## config.mk

```make
export PLATFORM = sky130hd
export DESIGN_NAME = terminal_color_blend_amplify
export DESIGN_NICKNAME = d
export VERILOG_FILES = /design/src/hw/rtl/tcba_pkg.sv /design/src/hw/rtl/terminal_color_blend_amplify.sv /design/src/hw/rtl/tcba_front.sv /design/src/hw/rtl/tcba_queue.sv /design/src/hw/rtl/tcba_back.sv
export SDC_FILE = /design/constraint.sdc
export NUM_CORES = 2
export LEC_CHECK = 0
export ABC_AREA = 1
export BUFFER_PORTS_ARGS = -buffer_cell sky130_fd_sc_hd__buf_4
export CELL_PAD_IN_SITES_DETAIL_PLACEMENT = 0
export CELL_PAD_IN_SITES_GLOBAL_PLACEMENT = 1
export CORE_MARGIN = 2
export CORE_UTILIZATION = 54
export DETAILED_ROUTE_END_ITERATION = 10
export GPL_ROUTABILITY_DRIVEN = 0
export PLACE_DENSITY_LB_ADDON = 0.1
export SYNTH_ARGS = -nofsm -noshare
export SYNTH_HDL_FRONTEND = slang
export SYNTH_SLANG_ARGS = --single-unit
```

## constraint.sdc

```tcl
create_clock -name clk -period 25.4 [get_ports clk]
set_input_delay 1.27 -clock clk [delete_from_list [all_inputs] [get_ports clk]]
set_output_delay 1.27 -clock clk [all_outputs]
set_load 0.02 [all_outputs]
```

## src/hw/rtl/tcba_pkg.sv

```systemverilog
`default_nettype none
// ----------------------------------------------------------------------------
// tcba_pkg
// Shared types and constants for the terminal color blend/amplify unit.
// ----------------------------------------------------------------------------
package tcba_pkg;

    // Fixed-point format of the factor: FRAC_BITS fraction bits, ONE is 1.0.
    localparam int FRAC_BITS = 8;
    localparam int FACTOR_W  = 12;
    localparam int CH_W      = 8;
    localparam int ONE_W     = FRAC_BITS + 1;
    localparam int WGT_W     = (FACTOR_W > ONE_W) ? FACTOR_W : ONE_W;
    localparam logic [WGT_W-1:0] ONE = WGT_W'(1) << FRAC_BITS;

    // Stream widths.
    localparam int IN_DATA_W  = 80;
    localparam int IN_USER_W  = 3;
    localparam int OUT_DATA_W = 24;

    // Queue between front and back.
    localparam int Q_DEPTH = 4;
    localparam int Q_PTR_W = $clog2(Q_DEPTH);
    localparam int Q_CNT_W = $clog2(Q_DEPTH + 1);

    typedef enum logic {
        KIND_BLEND   = 1'b0,
        KIND_AMPLIFY = 1'b1
    } kind_t;

    typedef struct packed {
        logic [CH_W-1:0] red;
        logic [CH_W-1:0] green;
        logic [CH_W-1:0] blue;
    } rgb_t;

    // One classified request: both colors already in RGB, weight prepared.
    typedef struct packed {
        kind_t            kind;
        logic [WGT_W-1:0] weight;
        rgb_t             first;
        rgb_t             second;
    } job_t;

    typedef struct packed {
        logic [Q_CNT_W-1:0] count;
        logic               full;
        logic               empty;
    } q_status_t;

    // Fixed 16-entry palette for the low indices.
    localparam rgb_t PALETTE [16] = '{
        '{8'h45, 8'h47, 8'h5a}, '{8'hf3, 8'h8b, 8'ha8},
        '{8'ha6, 8'he3, 8'ha1}, '{8'hf9, 8'he2, 8'haf},
        '{8'h89, 8'hb4, 8'hfa}, '{8'hf5, 8'hc2, 8'he7},
        '{8'h94, 8'he2, 8'hd5}, '{8'hba, 8'hc2, 8'hde},
        '{8'h58, 8'h5b, 8'h70}, '{8'hf3, 8'h8b, 8'ha8},
        '{8'ha6, 8'he3, 8'ha1}, '{8'hf9, 8'he2, 8'haf},
        '{8'h89, 8'hb4, 8'hfa}, '{8'hf5, 8'hc2, 8'he7},
        '{8'h94, 8'he2, 8'hd5}, '{8'ha6, 8'had, 8'hc8}
    };

    // Channel levels of the 6x6x6 color cube.
    localparam logic [CH_W-1:0] CUBE_LEVEL [6] = '{
        8'd0, 8'd95, 8'd135, 8'd175, 8'd215, 8'd255
    };

    localparam logic [7:0] CUBE_BASE = 8'd16;
    localparam logic [7:0] GREY_BASE = 8'd232;

endpackage : tcba_pkg
`default_nettype wire

```

## src/hw/rtl/terminal_color_blend_amplify.sv

```systemverilog
`default_nettype none
// ----------------------------------------------------------------------------
// terminal_color_blend_amplify
// Blends two colors or amplifies one; colors may be given as 256-color
// palette indices, which are converted to RGB first.
//
// Channel   Dir  Width  Contents
// s_axis    in   80+3   tdata: first_index, first rgb, second_index,
//                       second rgb, factor; tuser: kind, first/second_indexed
// m_axis    out  24     tdata: out_red, out_green, out_blue
//
// One request per cycle sustained while neither side stalls; no dependence between requests.
// From input accept to output valid a request passes through the front register,
// one queue entry and then the output register.
// Either side may stall; the queue absorbs the difference.
// Reset clears only valid flags, queue pointers and the fill count.
// ----------------------------------------------------------------------------
module terminal_color_blend_amplify (
    input  wire logic                             clk,
    input  wire logic                             rst_n,
    input  wire logic                             s_axis_tvalid,
    output logic                                  s_axis_tready,
    // [7:0] first_index, [15:8] first_red, [23:16] first_green,
    // [31:24] first_blue, [39:32] second_index, [47:40] second_red,
    // [55:48] second_green, [63:56] second_blue, [75:64] factor, [79:76] zero
    input  wire logic [tcba_pkg::IN_DATA_W-1:0]   s_axis_tdata,
    // [0] kind, [1] first_indexed, [2] second_indexed
    input  wire logic [tcba_pkg::IN_USER_W-1:0]   s_axis_tuser,
    output logic                                  m_axis_tvalid,
    input  wire logic                             m_axis_tready,
    // [7:0] out_red, [15:8] out_green, [23:16] out_blue
    output logic [tcba_pkg::OUT_DATA_W-1:0]       m_axis_tdata
);

    logic                  push;
    logic                  pop;
    tcba_pkg::job_t        push_job;
    tcba_pkg::job_t        head_job;
    tcba_pkg::q_status_t   q_status;

    // Front: accept and classify.
    tcba_front u_front (
        .clk           (clk),
        .rst_n         (rst_n),
        .s_axis_tvalid (s_axis_tvalid),
        .s_axis_tready (s_axis_tready),
        .s_axis_tdata  (s_axis_tdata),
        .s_axis_tuser  (s_axis_tuser),
        .q_status      (q_status),
        .push          (push),
        .push_job      (push_job)
    );

    // Decoupling queue.
    tcba_queue u_queue (
        .clk      (clk),
        .rst_n    (rst_n),
        .push     (push),
        .push_job (push_job),
        .pop      (pop),
        .head_job (head_job),
        .status   (q_status)
    );

    // Back: arithmetic and output register.
    tcba_back u_back (
        .clk           (clk),
        .rst_n         (rst_n),
        .head_job      (head_job),
        .q_status      (q_status),
        .pop           (pop),
        .m_axis_tvalid (m_axis_tvalid),
        .m_axis_tready (m_axis_tready),
        .m_axis_tdata  (m_axis_tdata)
    );

    // A request pushed into the queue is held there at the next edge.
    a_push_lands: assert property (@(posedge clk) disable iff (!rst_n)
        push |=> (q_status.count != '0))
        else $error("queue empty right after a push");

    // The fill count never exceeds the depth.
    a_count_bound: assert property (@(posedge clk) disable iff (!rst_n)
        q_status.count <= tcba_pkg::Q_CNT_W'(tcba_pkg::Q_DEPTH))
        else $error("queue fill count beyond depth");

    // Every pop produces a valid result at the next edge.
    a_pop_shows: assert property (@(posedge clk) disable iff (!rst_n)
        pop |=> m_axis_tvalid)
        else $error("pop without a following output valid");

endmodule : terminal_color_blend_amplify
`default_nettype wire

```

## src/hw/rtl/tcba_front.sv

```systemverilog
`default_nettype none
// ----------------------------------------------------------------------------
// tcba_front
// Accepts requests, turns indexed colors into RGB and prepares the weight,
// then holds the classified request until the queue takes it.
// ----------------------------------------------------------------------------
module tcba_front (
    input  wire logic                            clk,
    input  wire logic                            rst_n,
    input  wire logic                            s_axis_tvalid,
    output logic                                 s_axis_tready,
    input  wire logic [tcba_pkg::IN_DATA_W-1:0]  s_axis_tdata,
    input  wire logic [tcba_pkg::IN_USER_W-1:0]  s_axis_tuser,
    input  wire tcba_pkg::q_status_t             q_status,
    output logic                                 push,
    output tcba_pkg::job_t                       push_job
);

    // Normalize a color: direct RGB, palette, cube or grey ramp.
    function automatic tcba_pkg::rgb_t to_rgb(input logic indexed,
                                              input logic [7:0] idx,
                                              input tcba_pkg::rgb_t direct);
        tcba_pkg::rgb_t res;
        logic [7:0] q;
        logic [7:0] rem_r;
        logic [5:0] rem_g;
        logic [2:0] dr;
        logic [2:0] dg;
        logic [2:0] db;
        logic [4:0] gi;
        logic [7:0] grey;
        q     = idx - tcba_pkg::CUBE_BASE;
        dr    = 3'd0;
        dg    = 3'd0;
        for (int k = 1; k < 6; k++)
        begin
            if (q >= 8'(k * 36))
            begin
                dr = 3'(k);
            end
        end
        rem_r = q - ({5'd0, dr} * 8'd36);
        for (int k = 1; k < 6; k++)
        begin
            if (rem_r >= 8'(k * 6))
            begin
                dg = 3'(k);
            end
        end
        rem_g = 6'(rem_r - ({5'd0, dg} * 8'd6));
        db    = rem_g[2:0];
        gi    = 5'(idx - tcba_pkg::GREY_BASE);
        grey  = 8'd8 + ({3'd0, gi} * 8'd10);
        if (!indexed)
        begin
            res = direct;
        end
        else if (idx < tcba_pkg::CUBE_BASE)
        begin
            res = tcba_pkg::PALETTE[idx[3:0]];
        end
        else if (idx < tcba_pkg::GREY_BASE)
        begin
            res.red   = tcba_pkg::CUBE_LEVEL[dr];
            res.green = tcba_pkg::CUBE_LEVEL[dg];
            res.blue  = tcba_pkg::CUBE_LEVEL[db];
        end
        else
        begin
            res = '{grey, grey, grey};
        end
        return res;
    endfunction

    logic                           in_fire;
    logic                           valid_reg;
    logic                           valid_next;
    tcba_pkg::job_t                 job_reg;
    tcba_pkg::job_t                 job_next;
    tcba_pkg::kind_t                in_kind;
    logic [tcba_pkg::WGT_W-1:0]     factor_ext;
    tcba_pkg::rgb_t                 first_direct;
    tcba_pkg::rgb_t                 second_direct;

    assign in_fire       = s_axis_tvalid && s_axis_tready;
    assign s_axis_tready = !valid_reg || !q_status.full;
    assign push          = valid_reg && !q_status.full;
    assign push_job      = job_reg;

    // Unpack the stream fields.
    assign in_kind       = tcba_pkg::kind_t'(s_axis_tuser[0]);
    assign factor_ext    = tcba_pkg::WGT_W'(s_axis_tdata[75:64]);
    assign first_direct  = '{s_axis_tdata[15:8], s_axis_tdata[23:16], s_axis_tdata[31:24]};
    assign second_direct = '{s_axis_tdata[47:40], s_axis_tdata[55:48], s_axis_tdata[63:56]};

    // Classify the request and saturate the opacity for blends.
    always_comb
    begin
        job_next.kind   = in_kind;
        job_next.first  = to_rgb(s_axis_tuser[1], s_axis_tdata[7:0], first_direct);
        job_next.second = to_rgb(s_axis_tuser[2], s_axis_tdata[39:32], second_direct);
        if (in_kind == tcba_pkg::KIND_BLEND && factor_ext > tcba_pkg::ONE)
        begin
            job_next.weight = tcba_pkg::ONE;
        end
        else
        begin
            job_next.weight = factor_ext;
        end
    end

    always_comb
    begin
        valid_next = valid_reg;
        if (in_fire)
        begin
            valid_next = 1'b1;
        end
        else if (push)
        begin
            valid_next = 1'b0;
        end
    end

    // Holding register of the front.
    always_ff @(posedge clk or negedge rst_n)
    begin
        if (!rst_n)
        begin
            valid_reg <= 1'b0;
        end
        else
        begin
            valid_reg <= valid_next;
        end
    end

    always_ff @(posedge clk)
    begin
        if (in_fire)
        begin
            job_reg <= job_next;
        end
    end

endmodule : tcba_front
`default_nettype wire

```

## src/hw/rtl/tcba_queue.sv

```systemverilog
`default_nettype none
// ----------------------------------------------------------------------------
// tcba_queue
// Short FIFO of classified requests between the front and the back.
// ----------------------------------------------------------------------------
module tcba_queue (
    input  wire logic            clk,
    input  wire logic            rst_n,
    input  wire logic            push,
    input  wire tcba_pkg::job_t  push_job,
    input  wire logic            pop,
    output tcba_pkg::job_t       head_job,
    output tcba_pkg::q_status_t  status
);

    tcba_pkg::job_t                mem [tcba_pkg::Q_DEPTH];
    logic [tcba_pkg::Q_PTR_W-1:0]  wr_ptr_reg;
    logic [tcba_pkg::Q_PTR_W-1:0]  wr_ptr_next;
    logic [tcba_pkg::Q_PTR_W-1:0]  rd_ptr_reg;
    logic [tcba_pkg::Q_PTR_W-1:0]  rd_ptr_next;
    logic [tcba_pkg::Q_CNT_W-1:0]  count_reg;
    logic [tcba_pkg::Q_CNT_W-1:0]  count_next;

    assign status.count = count_reg;
    assign status.full  = (count_reg == tcba_pkg::Q_CNT_W'(tcba_pkg::Q_DEPTH));
    assign status.empty = (count_reg == '0);
    assign head_job     = mem[rd_ptr_reg];

    // Pointer and fill count update.
    always_comb
    begin
        wr_ptr_next = push ? wr_ptr_reg + tcba_pkg::Q_PTR_W'(1) : wr_ptr_reg;
        rd_ptr_next = pop ? rd_ptr_reg + tcba_pkg::Q_PTR_W'(1) : rd_ptr_reg;
        count_next  = count_reg;
        if (push && !pop)
        begin
            count_next = count_reg + tcba_pkg::Q_CNT_W'(1);
        end
        else if (pop && !push)
        begin
            count_next = count_reg - tcba_pkg::Q_CNT_W'(1);
        end
    end

    always_ff @(posedge clk or negedge rst_n)
    begin
        if (!rst_n)
        begin
            wr_ptr_reg <= '0;
            rd_ptr_reg <= '0;
            count_reg  <= '0;
        end
        else
        begin
            wr_ptr_reg <= wr_ptr_next;
            rd_ptr_reg <= rd_ptr_next;
            count_reg  <= count_next;
        end
    end

    // Entry storage.
    always_ff @(posedge clk)
    begin
        if (push)
        begin
            mem[wr_ptr_reg] <= push_job;
        end
    end

endmodule : tcba_queue
`default_nettype wire

```

## src/hw/rtl/tcba_back.sv

```systemverilog
`default_nettype none
// ----------------------------------------------------------------------------
// tcba_back
// Carries out the blend or amplify on the request at the queue head and
// holds the result in the output register.
// ----------------------------------------------------------------------------
module tcba_back (
    input  wire logic                             clk,
    input  wire logic                             rst_n,
    input  wire tcba_pkg::job_t                   head_job,
    input  wire tcba_pkg::q_status_t              q_status,
    output logic                                  pop,
    output logic                                  m_axis_tvalid,
    input  wire logic                             m_axis_tready,
    output logic [tcba_pkg::OUT_DATA_W-1:0]       m_axis_tdata
);

    localparam int SUM_W = tcba_pkg::CH_W + tcba_pkg::WGT_W + 1;

    // One channel: weighted mix for a blend, scaled and clamped for amplify.
    function automatic logic [tcba_pkg::CH_W-1:0] chan_calc(
        input tcba_pkg::kind_t                  kind,
        input logic [tcba_pkg::WGT_W-1:0]       weight,
        input logic [tcba_pkg::CH_W-1:0]        f,
        input logic [tcba_pkg::CH_W-1:0]        s);
        logic [SUM_W-1:0]                 pf;
        logic [SUM_W-1:0]                 ps;
        logic [SUM_W-1:0]                 sum;
        logic [SUM_W-1:0]                 scaled;
        logic [tcba_pkg::CH_W-1:0]        res;
        pf     = SUM_W'(f) * SUM_W'(weight);
        ps     = SUM_W'(s) * SUM_W'(tcba_pkg::ONE - weight);
        sum    = pf + ps;
        scaled = pf >> tcba_pkg::FRAC_BITS;
        if (kind == tcba_pkg::KIND_BLEND)
        begin
            res = tcba_pkg::CH_W'(sum >> tcba_pkg::FRAC_BITS);
        end
        else if (scaled > SUM_W'(255))
        begin
            res = 8'd255;
        end
        else
        begin
            res = scaled[tcba_pkg::CH_W-1:0];
        end
        return res;
    endfunction

    logic                   valid_reg;
    logic                   valid_next;
    tcba_pkg::rgb_t         result_reg;
    tcba_pkg::rgb_t         result_next;

    assign pop           = !q_status.empty && (!valid_reg || m_axis_tready);
    assign m_axis_tvalid = valid_reg;
    assign m_axis_tdata  = {result_reg.blue, result_reg.green, result_reg.red};

    // Per-channel arithmetic.
    always_comb
    begin
        result_next.red   = chan_calc(head_job.kind, head_job.weight,
                                      head_job.first.red, head_job.second.red);
        result_next.green = chan_calc(head_job.kind, head_job.weight,
                                      head_job.first.green, head_job.second.green);
        result_next.blue  = chan_calc(head_job.kind, head_job.weight,
                                      head_job.first.blue, head_job.second.blue);
    end

    always_comb
    begin
        valid_next = valid_reg;
        if (pop)
        begin
            valid_next = 1'b1;
        end
        else if (m_axis_tready)
        begin
            valid_next = 1'b0;
        end
    end

    // Output register.
    always_ff @(posedge clk or negedge rst_n)
    begin
        if (!rst_n)
        begin
            valid_reg <= 1'b0;
        end
        else
        begin
            valid_reg <= valid_next;
        end
    end

    always_ff @(posedge clk)
    begin
        if (pop)
        begin
            result_reg <= result_next;
        end
    end

endmodule : tcba_back
`default_nettype wire

```

==> impl_metrics.prom <==
# TYPE chip_impl_metric gauge
chip_impl_metric{name="grt_pass1_vias",unit=""} 25700
chip_impl_info{name="path_common_cell",value="sky130_fd_sc_hd__nand2_1"} 1
chip_impl_info{name="commonest_register_cell_after_synthesis",value="sky130_fd_sc_hd__edfxtp_1"} 1
chip_impl_metric{name="cts_max_level",unit=""} 2
chip_impl_metric{name="via_count",unit=""} 26000
chip_impl_metric{name="syn-cell-area",unit="µm²"} 34500
chip_impl_metric{name="io_pins",unit=""} 113
chip_impl_info{name="critical_path.endpoint_type",value="register"} 1
chip_impl_metric{name="timing.fmax",unit="MHz"} 86.2
chip_impl_metric{name="design.core.area",unit="µm²"} 63100
chip_impl_metric{name="m1WireLength",unit="mm"} 36.5
chip_impl_metric{name="synth_nets",unit=""} 4676
chip_impl_metric{name="highest_cell_delay_on_the_worst_timing_path",unit="ns"} 0.76
chip_impl_metric{name="nNetsFinal",unit=""} 4728
chip_impl_metric{name="die_w",unit="µm"} 257
chip_impl_metric{name="postSynth.asyncResetShare",unit="%"} 2.66
chip_impl_info{name="worst_path_cell_with_the_longest_stage_delay",value="sky130_fd_sc_hd__clkinv_2"} 1
chip_impl_info{name="outcome",value="completed"} 1
chip_impl_info{name="clock_tree_from_tritoncts",value="done"} 1
chip_impl_metric{name="synth.distinct_cells",unit=""} 68
chip_impl_metric{name="mean_syn_cell_area",unit="µm²"} 8.76
chip_impl_metric{name="postSynthRegisterBits",unit=""} 338
chip_impl_metric{name="via_per_inst",unit=""} 5.35
chip_impl_metric{name="clk-insertion-delay-late",unit="ns"} 0.57
chip_impl_metric{name="design_area",unit="µm²"} 37200
chip_impl_metric{name="relSlewSlack",unit="%"} 32.1
chip_impl_metric{name="wl_per_cell",unit="µm"} 17.7
chip_impl_info{name="max_flop_register",value="u_queue.mem"} 1
chip_impl_metric{name="synth_seq_area_share",unit="%"} 29.3
chip_impl_metric{name="antennaDiodeCount",unit=""} 0
chip_impl_metric{name="drt_iter0_markers",unit=""} 1879
chip_impl_metric{name="yosys_warnings",unit=""} 0
chip_impl_metric{name="clk_pin_slew",unit="ns"} 0.08
chip_impl_metric{name="post-cts-setup-buffers",unit=""} 0
chip_impl_metric{name="fin_crit_sh",unit="%"} 45.7
chip_impl_metric{name="timing_max_transition_violations_final",unit=""} 0
chip_impl_metric{name="number_of_iterations_in_the_first_detailed_routing_pass",unit=""} 5
chip_impl_metric{name="die_h",unit="µm"} 257
chip_impl_metric{name="number_of_antenna_violations_at_the_first_check_in_global_routing",unit=""} 0
chip_impl_metric{name="route.final.wire_length",unit="mm"} 85.9
chip_impl_info{name="worst_setup_path_start_kind",value="register"} 1
chip_impl_metric{name="critical_path_peak_fanout",unit=""} 48
chip_impl_metric{name="crit_buf_inv",unit=""} 13
chip_impl_metric{name="timing.clock.skew",unit="ns"} 0.0428
chip_impl_metric{name="tritoncts.num_buffers",unit=""} 36
chip_impl_metric{name="placement.io_buffers",unit=""} 108
chip_impl_metric{name="tightestPinTransition",unit="ns"} 1.02
chip_impl_info{name="hold_path.class",value="reg -> reg"} 1
chip_impl_metric{name="die_outline_area",unit="µm²"} 65900
chip_impl_metric{name="number_of_maximum_capacitance_violations",unit=""} 0
chip_impl_metric{name="met2_length",unit="mm"} 41.1
chip_impl_metric{name="cts_hold_buffers",unit=""} 0
chip_impl_metric{name="ant_nets",unit=""} 0
chip_impl_metric{name="hpwl",unit="mm"} 65.9
chip_impl_metric{name="arrival",unit="ns"} 11.94
chip_impl_metric{name="grt_overflow_total",unit=""} 0
chip_impl_metric{name="layout_cell_share_with_drive_strength_beyond_1",unit="%"} 7.17
chip_impl_info{name="layout_common_cells",value="sky130_fd_sc_hd__nand2_1 (774), sky130_fd_sc_hd__inv_1 (709), sky130_fd_sc_hd__nor2_1 (518)"} 1
chip_impl_metric{name="edff_count_synth",unit=""} 329
chip_impl_metric{name="fin_tns_setup",unit="ns"} 0
chip_impl_metric{name="hold_violations",unit=""} 0
chip_impl_metric{name="finalSetupViolations",unit=""} 0
chip_impl_metric{name="grtUsageTotal",unit="%"} 26.5
chip_impl_metric{name="final_period_minus_worst_setup_slack",unit="ns"} 11.60
chip_impl_metric{name="placedInstanceArea",unit="µm²"} 36000
chip_impl_metric{name="area_delta_synth_final",unit="%"} 7.77
chip_impl_metric{name="drt_drc_violations_left",unit=""} 0
chip_impl_metric{name="met3_length",unit="mm"} 5.51
chip_impl_metric{name="detailedPlace.worstSlack",unit="ns"} 13.84
chip_impl_info{name="rsz0062_at_grt",value="false"} 1
chip_impl_metric{name="floorplan.initialDensity",unit="%"} 54.7
chip_impl_metric{name="first_pass_grt_wire_length",unit="mm"} 137
chip_impl_info{name="maxUsedRoutingLayer",value="met4"} 1
chip_impl_metric{name="cp.required",unit="ns"} 25.74
chip_impl_metric{name="synthesis.instances",unit=""} 3939
chip_impl_metric{name="cts_num_sinks",unit=""} 338
chip_impl_metric{name="maximum_root_to_sink_buffer_count",unit=""} 3
chip_impl_info{name="timing.critical_path.max_delay_family",value="adder cells"} 1
chip_impl_metric{name="rows",unit=""} 92
chip_impl_metric{name="postCtsResizedCells",unit=""} 0
chip_impl_info{name="cell_chosen_for_the_clock_root",value="sky130_fd_sc_hd__clkbuf_16"} 1
chip_impl_info{name="critical_path_class",value="reg -> reg"} 1
chip_impl_info{name="layout_commonest_cell",value="sky130_fd_sc_hd__nand2_1"} 1
chip_impl_metric{name="grt_max_degree",unit=""} 68
chip_impl_metric{name="finalWorstSetupSlack",unit="ns"} 13.80
chip_impl_metric{name="number_of_flip_flops_in_the_largest_register",unit=""} 244
logic make-up (layout without fill, tap and decap cells):
group | Yosys count | after routing | synth area share, %
and+or+nand+nor | 1559 | 1559 | 18.5
buffers and inverters | 871 | 949 | 9.99
adders and majority gates | 650 | 650 | 32.4
AOI/OAI and AO/OA | 423 | 423 | 7.33
DFF | 338 | 338 | 29.3
xor gates and xnor gates | 96 | 96 | 2.44
muxes | 2 | 2 | 0.0617
Yosys cell counts (4+ instances only):
cell	instances	share of area (%)
sky130_fd_sc_hd__nor3_1	25	0.36
sky130_fd_sc_hd__dfrtp_1	9	0.65
sky130_fd_sc_hd__inv_2	14	0.15
sky130_fd_sc_hd__xor2_1	57	1.4
sky130_fd_sc_hd__nor2_1	522	5.7
sky130_fd_sc_hd__clkinv_1	25	0.27
sky130_fd_sc_hd__buf_8	4	0.17
sky130_fd_sc_hd__xnor2_1	39	0.99
sky130_fd_sc_hd__nand2_1	775	8.4
sky130_fd_sc_hd__o31ai_1	6	0.13
sky130_fd_sc_hd__edfxtp_1	329	29
sky130_fd_sc_hd__nand4_1	11	0.20
sky130_fd_sc_hd__o21bai_1	8	0.17
sky130_fd_sc_hd__nand3b_1	11	0.24
sky130_fd_sc_hd__nand2_4	4	0.13
sky130_fd_sc_hd__a32oi_1	24	0.61
sky130_fd_sc_hd__or2_2	33	0.60
sky130_fd_sc_hd__buf_2	26	0.38
sky130_fd_sc_hd__o211ai_1	8	0.17
sky130_fd_sc_hd__nand3_2	7	0.20
sky130_fd_sc_hd__a31oi_1	35	0.63
sky130_fd_sc_hd__nand3_1	140	2.0
sky130_fd_sc_hd__buf_6	5	0.16
sky130_fd_sc_hd__a22oi_1	5	0.11
sky130_fd_sc_hd__o21ai_1	9	0.13
sky130_fd_sc_hd__nor2_2	4	0.073
sky130_fd_sc_hd__fa_1	404	23
sky130_fd_sc_hd__buf_4	15	0.33
sky130_fd_sc_hd__nand2_2	11	0.20
sky130_fd_sc_hd__a211oi_1	4	0.087
sky130_fd_sc_hd__clkbuf_1	64	0.70
sky130_fd_sc_hd__ha_1	246	8.9
sky130_fd_sc_hd__o21ai_0	113	1.6
sky130_fd_sc_hd__a21oi_1	168	2.4
sky130_fd_sc_hd__o21a_1	4	0.087
sky130_fd_sc_hd__o22ai_1	7	0.13
sky130_fd_sc_hd__a21o_1	5	0.11
sky130_fd_sc_hd__inv_1	711	7.7
sky130_fd_sc_hd__buf_1	5	0.054
routing by layer:
| layer | vias up | global-route usage [%] |
|---|---|---|
| li1 | 12500 | - |
| met3 | 129 | 4.23 |
| met1 | 12700 | 35.5 |
| met2 | 724 | 44.4 |
| met4 | 0 | 8.37 |
| met5 | - | 0 |
area by class of cell:
cell class              instances  area, µm²
clock buffers                  44        952
clock inverters                20        234
fillers                      5829      25900
inverters                     752       2830
multi-input cells            2730      21000
flip-flops and latches        338      10100
well taps                     846       1060
repair buffers                133        998
per-stage QoR:
stage / cells / util (%) / hold WS, ns
finish: 4863 / 58.9 / 0.469
global route: 4863 / 58.9 / 0.501
CTS: 4863 / 58.9 / 0.474
detailed placement: 4799 / 57.0 / 0.476
global placement: 4799 / 57.0 / 0.469
floorplan: 3939 / - / 0.459
worst paths after layout:
kind                       slack [ns]  cells past startpoint                 endpoint             startpoint
setup / recovery                13.80                     44  u_back.m_axis_tdata[23]  u_queue.rd_ptr_reg[1]
hold / removal                   0.47                      0       u_queue.mem[0][58]   u_front.push_job[58]
setup reg to reg                13.80                     44  u_back.m_axis_tdata[23]  u_queue.rd_ptr_reg[1]
hold reg to reg                  0.47                      0       u_queue.mem[0][58]   u_front.push_job[58]
max in group asynchronous       24.73                      1    u_queue.rd_ptr_reg[0]                  rst_n
min in group asynchronous        0.52                      1    u_queue.wr_ptr_reg[1]                  rst_n
Power is not shown: default switching activity piles up to over one toggle a cycle in this logic, so the estimate is an artifact.
